### src/hdl/tpa_pkg.sv
package tpa_pkg;

  localparam int PACKET_BYTES = 45;
  localparam int POS_W = 6;
  localparam logic [POS_W-1:0] LAST_POS = POS_W'(PACKET_BYTES - 1);
  localparam logic [4:0] TEXT_ROW_MAX = 5'd24;

  localparam logic [7:0] RUN_IN = 8'h55;
  localparam logic [7:0] FRAMING = 8'h27;
  localparam logic [6:0] SPACE = 7'h20;

  localparam int STEP_W = 5;
  typedef logic [STEP_W-1:0] step_t;

  localparam step_t STEP_DISPATCH = 5'd0;
  localparam step_t STEP_TEXT_CHK = 5'd14;
  localparam step_t STEP_TEXT = 5'd15;
  localparam step_t STEP_PAD = 5'd16;
  localparam step_t STEP_IDLE = 5'd17;

  typedef enum logic [3:0] {
    SRC_RUNIN,
    SRC_FRAMING,
    SRC_ADDR1,
    SRC_ADDR2,
    SRC_PU,
    SRC_PT,
    SRC_S1,
    SRC_S2,
    SRC_S3,
    SRC_S4,
    SRC_ZERO,
    SRC_TEXT,
    SRC_SPACE
  } src_t;

  typedef enum logic [1:0] {
    EMIT_NONE,
    EMIT_ALWAYS,
    EMIT_TEXT,
    EMIT_OPEN
  } emit_t;

  typedef enum logic [2:0] {
    COND_NEXT,
    COND_NOT_FIRST,
    COND_ROW_NZ,
    COND_NOT_OPEN,
    COND_NOT_LAST,
    COND_PAD_MORE
  } cond_t;

  typedef struct packed {
    src_t  src;
    emit_t emit;
    cond_t cond;
    logic  start;
    step_t target;
  } ctrl_t;

  function automatic logic [7:0] ham84(input logic [3:0] nib);
    logic [7:0] code;
    case (nib)
      4'h0: code = 8'h15;
      4'h1: code = 8'h02;
      4'h2: code = 8'h49;
      4'h3: code = 8'h5E;
      4'h4: code = 8'h64;
      4'h5: code = 8'h73;
      4'h6: code = 8'h38;
      4'h7: code = 8'h2F;
      4'h8: code = 8'hD0;
      4'h9: code = 8'hC7;
      4'hA: code = 8'h8C;
      4'hB: code = 8'h9B;
      4'hC: code = 8'hA1;
      4'hD: code = 8'hB6;
      4'hE: code = 8'hFD;
      default: code = 8'hEA;
    endcase
    return code;
  endfunction

  function automatic logic [7:0] odd_parity(input logic [6:0] ch);
    return {~^ch, ch};
  endfunction

endpackage

### src/hdl/tpa_ucode_rom.sv
module tpa_ucode_rom
  import tpa_pkg::*;
(
  input  step_t step,
  output ctrl_t ctrl
);

  always_comb begin
    ctrl = '{src: SRC_SPACE, emit: EMIT_NONE, cond: COND_NEXT, start: 1'b0,
             target: STEP_IDLE};
    case (step)
      STEP_DISPATCH: begin
        ctrl.start = 1'b1;
        ctrl.cond = COND_NOT_FIRST;
        ctrl.target = STEP_TEXT_CHK;
      end
      5'd1: begin ctrl.src = SRC_RUNIN; ctrl.emit = EMIT_ALWAYS; end
      5'd2: begin ctrl.src = SRC_RUNIN; ctrl.emit = EMIT_ALWAYS; end
      5'd3: begin ctrl.src = SRC_FRAMING; ctrl.emit = EMIT_ALWAYS; end
      5'd4: begin ctrl.src = SRC_ADDR1; ctrl.emit = EMIT_ALWAYS; end
      5'd5: begin
        ctrl.src = SRC_ADDR2;
        ctrl.emit = EMIT_ALWAYS;
        ctrl.cond = COND_ROW_NZ;
        ctrl.target = STEP_TEXT_CHK;
      end
      5'd6: begin ctrl.src = SRC_PU; ctrl.emit = EMIT_ALWAYS; end
      5'd7: begin ctrl.src = SRC_PT; ctrl.emit = EMIT_ALWAYS; end
      5'd8: begin ctrl.src = SRC_S1; ctrl.emit = EMIT_ALWAYS; end
      5'd9: begin ctrl.src = SRC_S2; ctrl.emit = EMIT_ALWAYS; end
      5'd10: begin ctrl.src = SRC_S3; ctrl.emit = EMIT_ALWAYS; end
      5'd11: begin ctrl.src = SRC_S4; ctrl.emit = EMIT_ALWAYS; end
      5'd12: begin ctrl.src = SRC_ZERO; ctrl.emit = EMIT_ALWAYS; end
      5'd13: begin ctrl.src = SRC_ZERO; ctrl.emit = EMIT_ALWAYS; end
      STEP_TEXT_CHK: begin
        ctrl.cond = COND_NOT_OPEN;
        ctrl.target = STEP_IDLE;
      end
      STEP_TEXT: begin
        ctrl.src = SRC_TEXT;
        ctrl.emit = EMIT_TEXT;
        ctrl.cond = COND_NOT_LAST;
        ctrl.target = STEP_IDLE;
      end
      STEP_PAD: begin
        ctrl.src = SRC_SPACE;
        ctrl.emit = EMIT_OPEN;
        ctrl.cond = COND_PAD_MORE;
        ctrl.target = STEP_PAD;
      end
      default: ctrl.target = STEP_IDLE;
    endcase
  end

endmodule

### src/hdl/tpa_byte_gen.sv
module tpa_byte_gen
  import tpa_pkg::*;
(
  input  src_t        src,
  input  logic [6:0]  text,
  input  logic [2:0]  magazine,
  input  logic [4:0]  row,
  input  logic [7:0]  page_number,
  input  logic [13:0] subcode,
  output logic [7:0]  data
);

  always_comb begin
    case (src)
      SRC_RUNIN:   data = RUN_IN;
      SRC_FRAMING: data = FRAMING;
      SRC_ADDR1:   data = ham84({row[0], magazine});
      SRC_ADDR2:   data = ham84(row[4:1]);
      SRC_PU:      data = ham84(page_number[3:0]);
      SRC_PT:      data = ham84(page_number[7:4]);
      SRC_S1:      data = ham84(subcode[3:0]);
      SRC_S2:      data = ham84({1'b0, subcode[6:4]});
      SRC_S3:      data = ham84(subcode[11:8]);
      SRC_S4:      data = ham84({2'b00, subcode[13:12]});
      SRC_ZERO:    data = ham84(4'h0);
      SRC_TEXT:    data = odd_parity(text);
      default:     data = odd_parity(SPACE);
    endcase
  end

endmodule

### src/hdl/teletext_packet_assembler.sv
// Teletext packet assembler. Each transfer on the input channel is one item
// of a packet request: an item with first_item set starts a 45-byte packet
// (run-in, framing code, Hamming 8/4 address and, for row 0, page and subcode
// groups), an item with has_text adds one odd-parity text byte if the packet
// is open and its row is at most 24; an item with last_item pads the rest
// of the packet with spaces. A control word table steps through one step per
// cycle while the output side does not stall, each output byte taking one
// step after dispatch and checks; the next item is taken once the program for
// the current one has finished and returned to idle.
module teletext_packet_assembler
  import tpa_pkg::*;
(
  input  logic        clk,
  input  logic        rst,
  input  logic        in_valid,
  output logic        in_ready,
  input  logic [7:0]  text_byte,
  input  logic        has_text,
  input  logic        first_item,
  input  logic        last_item,
  input  logic [2:0]  magazine,
  input  logic [4:0]  row,
  input  logic [7:0]  page_number,
  input  logic [13:0] subcode,
  output logic        out_valid,
  input  logic        out_ready,
  output logic [7:0]  packet_byte,
  output logic [5:0]  byte_index,
  output logic        last_byte
);

  step_t             step;
  step_t             step_next;
  ctrl_t             ctrl;
  logic [POS_W-1:0]  byte_position;
  logic [4:0]        latched_row;
  logic              packet_open;
  logic [6:0]        text;
  logic              text_valid;
  logic              first;
  logic              last;
  logic [2:0]        mag;
  logic [7:0]        page;
  logic [13:0]       sub;
  logic [7:0]        gen_byte;
  logic              emit_now;
  logic              out_free;
  logic              advance;
  logic              jump;

  tpa_ucode_rom u_rom (
    .step (step),
    .ctrl (ctrl)
  );

  tpa_byte_gen u_gen (
    .src         (ctrl.src),
    .text        (text),
    .magazine    (mag),
    .row         (latched_row),
    .page_number (page),
    .subcode     (sub),
    .data        (gen_byte)
  );

  assign in_ready = (step == STEP_IDLE) && !rst;
  assign out_free = !out_valid || out_ready;

  always_comb begin
    case (ctrl.emit)
      EMIT_ALWAYS: emit_now = 1'b1;
      EMIT_TEXT:   emit_now = text_valid && (latched_row <= TEXT_ROW_MAX);
      EMIT_OPEN:   emit_now = packet_open;
      default:     emit_now = 1'b0;
    endcase
    if (step == STEP_IDLE) begin
      emit_now = 1'b0;
    end
  end

  assign advance = (step != STEP_IDLE) && (!emit_now || out_free);

  always_comb begin
    case (ctrl.cond)
      COND_NOT_FIRST: jump = !first;
      COND_ROW_NZ:    jump = (latched_row != 5'd0);
      COND_NOT_OPEN:  jump = !packet_open;
      COND_NOT_LAST:  jump = !last;
      COND_PAD_MORE:  jump = packet_open && (byte_position != LAST_POS);
      default:        jump = 1'b0;
    endcase
    step_next = jump ? ctrl.target : step + 1'b1;
  end

  always_ff @(posedge clk) begin
    if (rst) begin
      step <= STEP_IDLE;
      packet_open <= 1'b0;
      byte_position <= '0;
      latched_row <= '0;
      out_valid <= 1'b0;
    end else begin
      if (out_ready) begin
        out_valid <= 1'b0;
      end
      if (in_valid && in_ready) begin
        step <= STEP_DISPATCH;
        if (first_item) begin
          latched_row <= row;
        end
      end else if (advance) begin
        step <= step_next;
        if (ctrl.start && first) begin
          packet_open <= 1'b1;
          byte_position <= '0;
        end
        if (emit_now) begin
          out_valid <= 1'b1;
          byte_position <= byte_position + 1'b1;
          if (byte_position == LAST_POS) begin
            packet_open <= 1'b0;
          end
        end
      end
    end
  end

  always_ff @(posedge clk) begin
    if (in_valid && in_ready) begin
      text <= text_byte[6:0];
      text_valid <= has_text;
      first <= first_item;
      last <= last_item;
      if (first_item) begin
        mag <= magazine;
        page <= page_number;
        sub <= subcode;
      end
    end
    if (advance && emit_now) begin
      packet_byte <= gen_byte;
      byte_index <= byte_position;
      last_byte <= (byte_position == LAST_POS);
    end
  end

endmodule

### config.mk
export PLATFORM = sky130hd
export DESIGN_NAME = teletext_packet_assembler
export DESIGN_NICKNAME = d
export VERILOG_FILES = /design/src/hdl/tpa_pkg.sv /design/src/hdl/tpa_ucode_rom.sv /design/src/hdl/tpa_byte_gen.sv /design/src/hdl/teletext_packet_assembler.sv
export SDC_FILE = /design/constraint.sdc
export NUM_CORES = 1
export LEC_CHECK = 0
export BUFFER_PORTS_ARGS = -buffer_cell sky130_fd_sc_hd__buf_4
export CAP_MARGIN = 20
export CORE_UTILIZATION = 41
export CTS_CLUSTER_DIAMETER = 80
export DETAILED_ROUTE_END_ITERATION = 6
export PLACE_DENSITY = 0.67
export SLEW_MARGIN = 20
export SYNTH_ARGS = -nofsm -noshare
export SYNTH_HDL_FRONTEND = slang
export SYNTH_SLANG_ARGS = --single-unit
### constraint.sdc
create_clock -name clk -period 3.4 [get_ports clk]
set_input_delay 0.34 -clock clk [delete_from_list [all_inputs] [get_ports clk]]
set_output_delay 0.34 -clock clk [all_outputs]
set_load 0.1 [all_outputs]
# Word level (Yosys, flattened, before mapping)
# Memories as Yosys holds them, arrays and structs flattened. A register that Yosys moved wholly into a read port is not among the register bits.
# Cells that the tools add are included.
# totals
regBits	68
romBits	824
input_bits	45
output_inout_bits	17
word_cells	126
mem_count	7
# op_classes
add_sub_neg	2
order_cmp	1
n_eq_ne	42
n_mux	28
bitwise	1
n_reduce_logical	29
# mem_list
memory	depth	width	rd	rd_ports_with_merged_regs	wr	line_no	text
(name not given)	16	8	1	0	0	tpa_pkg.sv:63	case (nib)
(name not given)	16	8	1	1	0	tpa_pkg.sv:63	
(name not given)	16	8	1	1	0	tpa_pkg.sv:63	
(name not given)	16	8	1	1	0	tpa_pkg.sv:63	
(name not given)	16	8	1	1	0	tpa_pkg.sv:63	
(name not given)	16	8	1	1	0	tpa_pkg.sv:63	
+1 memories	-	-	-	-	-	-	
# ops
cell	n
one-hot mux 8 bit (12 select lines)	1
one-hot mux 6 bit (13 select lines)	1
equality test 5 x 4 -> 1 bit (second input constant)	8
one-hot mux 8 bit (4 select lines)	1
2-to-1 mux 4 bit	6
equality test 5 x 3 -> 1 bit (second input constant)	4
equality test 4 x 3 -> 1 bit (second input constant)	4
equality test 4 bit (second input constant)	4
2-to-1 mux 5 bit	3
one-hot mux 3 bit (5 select lines)	1
2-to-1 mux 6 bit	2
equality test 5 x 2 -> 1 bit (second input constant)	2
equality test 5 bit (second input constant)	2
one-hot mux 5 bit (2 select lines)	1
2-to-1 mux 1 bit	9
equality test 2 bit (second input constant)	4
equality test 4 x 2 -> 1 bit (second input constant)	2
OR reduction 2 bit	4
logical AND 1 bit	7
XNOR reduction 7 bit	1
adder 6 x 1 -> 6 bit (second input constant)	1
equality test 3 x 2 -> 1 bit (second input constant)	2
equality test 3 bit (second input constant)	2
equality test 6 bit (second input constant)	1
21 further kinds	30

# Depth between registers and ports, before layout
# logic_depth
depth_word	11
mapped_depth	13
depth_no_buf	11

# Cells and area by module
# From an unflattened synthesis, not the netlist that was laid out.
# hier_totals
cells_unflattened	384
area_unflattened_um2	4122.7
# modules_own_cells
module	instances	cells_per_inst	area_per_inst_um2	seq_area_each_um2
teletext_packet_assembler	1	177	2570.0	1861.8
tpa_byte_gen	1	166	1282.5	0.0
tpa_ucode_rom	1	41	270.3	0.0

# Worst setup path after synthesis
# No wires, ideal clock.
# synth_path
path_kind	register to register
from	register step[1]
to	register with a tool-made name
setup_time_ps	132
arrival_ps	3893
t_required_ps	3268
slack_ps	-625
path_stages_with_launch	12
n_path_buf	1
synth_period_minus_slack_ps	4025
path_cell_list	dfxtp_1 > inv_1 > ha_1 > nand4bb_2 > nor2_1 > nand2_1 > inv_2 > nand2_2 > inv_2 > buf_4 > mux2i_1 > xnor2_1
# synth_lines
element	line_no	text
start, declared	teletext_packet_assembler.sv:32	step_t step;
start signal, assigned	teletext_packet_assembler.sv:112	step <= step_next;

# Worst setup path in the final report
# layout_path
from	register step[0]
to	register step[1]
# layout_via
elab_chain_cells	9
elab_cells_between_ends	44
classes_between	add/sub: 1; eq/ne: 26; mux: 7; reduce/logical: 10
# layout_rtl
element	line_no	text
equality test 5 x 4 -> 1 bit, or another cell as far along	tpa_ucode_rom.sv:11	case (step)
OR reduction 2 bit (no source line)	-	
one-hot mux 6 bit (13 select lines)	tpa_ucode_rom.sv:11	
equality test 2 bit or equality test 2 x 1 -> 1 bit (tied branches)	teletext_packet_assembler.sv:70	case (ctrl.emit)
one-hot mux 1 bit (3 select lines)	teletext_packet_assembler.sv:70	
2-to-1 mux 1 bit	teletext_packet_assembler.sv:76	if (step == STEP_IDLE) begin
logical NOT 1 bit	teletext_packet_assembler.sv:81	assign advance = (step != STEP_IDLE) && (!emit_now || out_free);
logical OR 1 bit	teletext_packet_assembler.sv:81	
logical AND 1 bit	teletext_packet_assembler.sv:81	
# Several ways; a longest one is shown, not always the timed one.
# A chain may end at the register's enable or synchronous reset.

==> flow_summary.toml <==
[status]
outcome = "finished clean"

[clock_tree]
cts_root_buffer = "clkbuf_16"
htreeDepth = 4
cts_resized = 0
cts_setup_buffers = 0
clock_latency_ns = 0.41
tritoncts = "built"
clockBufferDepth = 2
cts.sinks = 114
cts.clk_slew.worst_paths_ns = 0.05
cts-buffers-inserted = 17
hold_buffers = 0

[logic_synthesis]
synth_ff_type = "dfxtp_1"
synth_cell_type_count = 64
ys_seq_elements = 114
syn_nets = 544
ys_seq_area_share_pct = 51.7
synthArstFlopShare_pct = 0
synth_top_area_share_pct = 27.4
synth_edf_count = 49
syn_area_per_cell_sq_um = 11.0
synth_top_area_cell = "edfxtp_1"
synth_cells = 488
yosysWarningCount = 0
netlist_area_sq_mm = 0.00537
yosys-top-cells-area = "edfxtp_1 (27%), dfxtp_1 (24%), xor2_1 (5.1%), xnor2_1 (4.2%), mux2_2 (4.0%)"

[placed_design]
placed_area_sq_mm = 0.00604
place.gp.congestion = 0.897
numPortBuffers = 59
place_ws_ns = 0.537
hpwl_um = 8390

[global_routing]
grt_pass1_vias = 3705
grt_max_degree = 49
grt_pass1_wl_um = 18600
grtUsageTotal_pct = 18.6
grtUsageMet3_pct = 4.93
use_met2_pct = 29.6
grtUsageMet1_pct = 23.4
antenna_found_initial = 0
top_usage_layer = "met2"
gr-total-overflow = 0

[finish]
mostFrequentLayoutCells = "buf_4 (68), dfxtp_1 (65), edfxtp_1 (49)"
multi_input_area_sq_mm = 0.00245
syn_to_final_growth_pct = 23.4
final_cell_area_sq_mm = 0.00662
ff_latch_area_sq_mm = 0.00277
final_net_count = 613
fin_util_pct = 52.3
final_common_cell = "buf_4"
fillers = 1108
num_antenna_cells = 0
layout-drive-gt1-share_pct = 25.4

[critical_path]
cpPeakStageDelay_ns = 0.48
r2r_slack_ns = 0.49
cp_slowest_cell = "o31ai_4"
path_cells = "inv_1, ha_1, nor2_2, o22ai_1, a21oi_2, a21oi_1, o31ai_4, a211oi_1, a2111oi_2"
endpoint_kind = "register"
cp_max_fo = 9
worstPathArrival_ns = 3.22
crit_family = "compound AO/OA/AOI/OAI gates"
crit_buf_inv = 1
required_ns = 3.71
critPathLaunchType = "register"
worstSetupPathType = "register to register"

[sta]
final-setup-viol-count = 0
final_hold_viol_count = 0
skew_ns = 0.00728
relSlewSlack_pct = 28.9
setup_ws_ns = 0.487
rsz0062_at_grt = "false"
worstMarginPinSlew_ns = 1.06
fmax_ghz = 0.343
maxSlewViolCount = 0
fin_crit_ns = 2.91
finalCritPeriodShare_pct = 85.7
tns_ns = 0

[routing]
vias = 3873
drt-initial-drc-count = 226
first_pass_iters = 5
vias_per_cell = 5.22
wirelength_um = 11600
drc = 0
wl_per_cell_um = 15.6
postRouteAntennaNets = 0

[floorplanning]
core_sq_mm = 0.0127
num_rows = 41
start_util_pct = 42.4
die_h_um = 116
ios = 62
dieArea_sq_mm = 0.0136
dieWidth_um = 116

[worst_hold_path]
hold_path_class = "input port to register"

[flow_run]
maxCapViolations = 0

[pwr]
power_density_mw_per_mm2 = 867
leakagePower_nw = 2.50
ir_worst_vdd_mv = 0.422
## stage by stage
step,power (mW),instances,hold slack [ns]
5_1_grt,6.02,742,0.0846
6_report,5.74,742,0.101
3_5_place_dp,4.03,710,0.476
3_3_place_gp,4.01,710,0.466
4_1_cts,5.78,742,0.0808
2_1_floorplan,3.53,488,0.439
## cells in the mapped netlist (all sizes together), types with 2 or more instances
cell type / count
dfxtp: 65
edfxtp: 49
nand2: 42
a21oi: 41
nor2: 31
xor2: 31
xnor2: 26
inv: 19
mux2: 19
o21ai: 17
buf: 11
ha: 11
mux2i: 10
nor3: 10
nand3: 9
clkbuf: 8
a31oi: 7
nand2b: 7
a211oi: 5
mux4: 5
nand4: 5
a2111oi: 4
a211o: 4
a21o: 4
o22ai: 4
o31ai: 4
a21boi: 3
a22oi: 3
a41oi: 3
and2: 3
o221ai: 3
o2111ai: 2
o32ai: 2
or3: 2
## power breakdown
part | internal (mW) | switching [mW]
combinational | 0.638 | 1.49
sequential | 1.76 | 0.140
clock | 1.07 | 0.645
total | 3.47 | 2.27
## cells by family (layout without fill, tap and decap cells)
kind of cell / count (synthesis) / in the layout / synth area share (%)
and+or+nand+nor: 118 / 118 / 10.7
DFF: 114 / 114 / 51.7
AOI/OAI and AO/OA: 116 / 116 / 14.8
xor gates and xnor gates: 57 / 57 / 9.30
buffers and inverters: 38 / 120 / 3.01
muxes: 34 / 34 / 7.95
adders and majority gates: 11 / 11 / 2.56
## per-layer routing
metal | part of all wire [%] | up-vias | routed length, um
met4 | 2.6 | 0 | 305
met3 | 5.0 | 24 | 582
met2 | 47 | 111 | 5460
met5 | 0 | - | 0
li1 | - | 1918 | -
met1 | 45 | 1820 | 5250
## worst register-to-register path, stage by stage (launching register included)
cell and delay [ns]:
dfxtp_1 0.43, inv_1 0.09, ha_1 0.31, nor2_2 0.28, o22ai_1 0.18, a21oi_2 0.38
a21oi_1 0.21, o31ai_4 0.48, a211oi_1 0.12, a2111oi_2 0.32
## cell type report
class / instances / area share (%)
clock inverter: 13 / 1.83
tap: 172 / 3.25
clock buffer: 19 / 7.01
multi-input combinational: 336 / 36.9
sequential: 114 / 41.9
timing repair buffer: 69 / 8.01
inverter: 19 / 1.08
## path summary, 6_finish.rpt
kind	from	to	depth (start not counted)
setup / recovery	step[0]$_SDFFE_PP1P_	step[1]$_SDFFE_PP0N_	9
hold / removal	has_text	text_valid$_DFFE_PP_	1
setup reg to reg	step[0]$_SDFFE_PP1P_	step[1]$_SDFFE_PP0N_	9
hold reg to reg	byte_position[5]$_SDFFE_PP0P_	byte_position[5]$_SDFFE_PP0P_	2
Power figures use the tool's default switching activity.
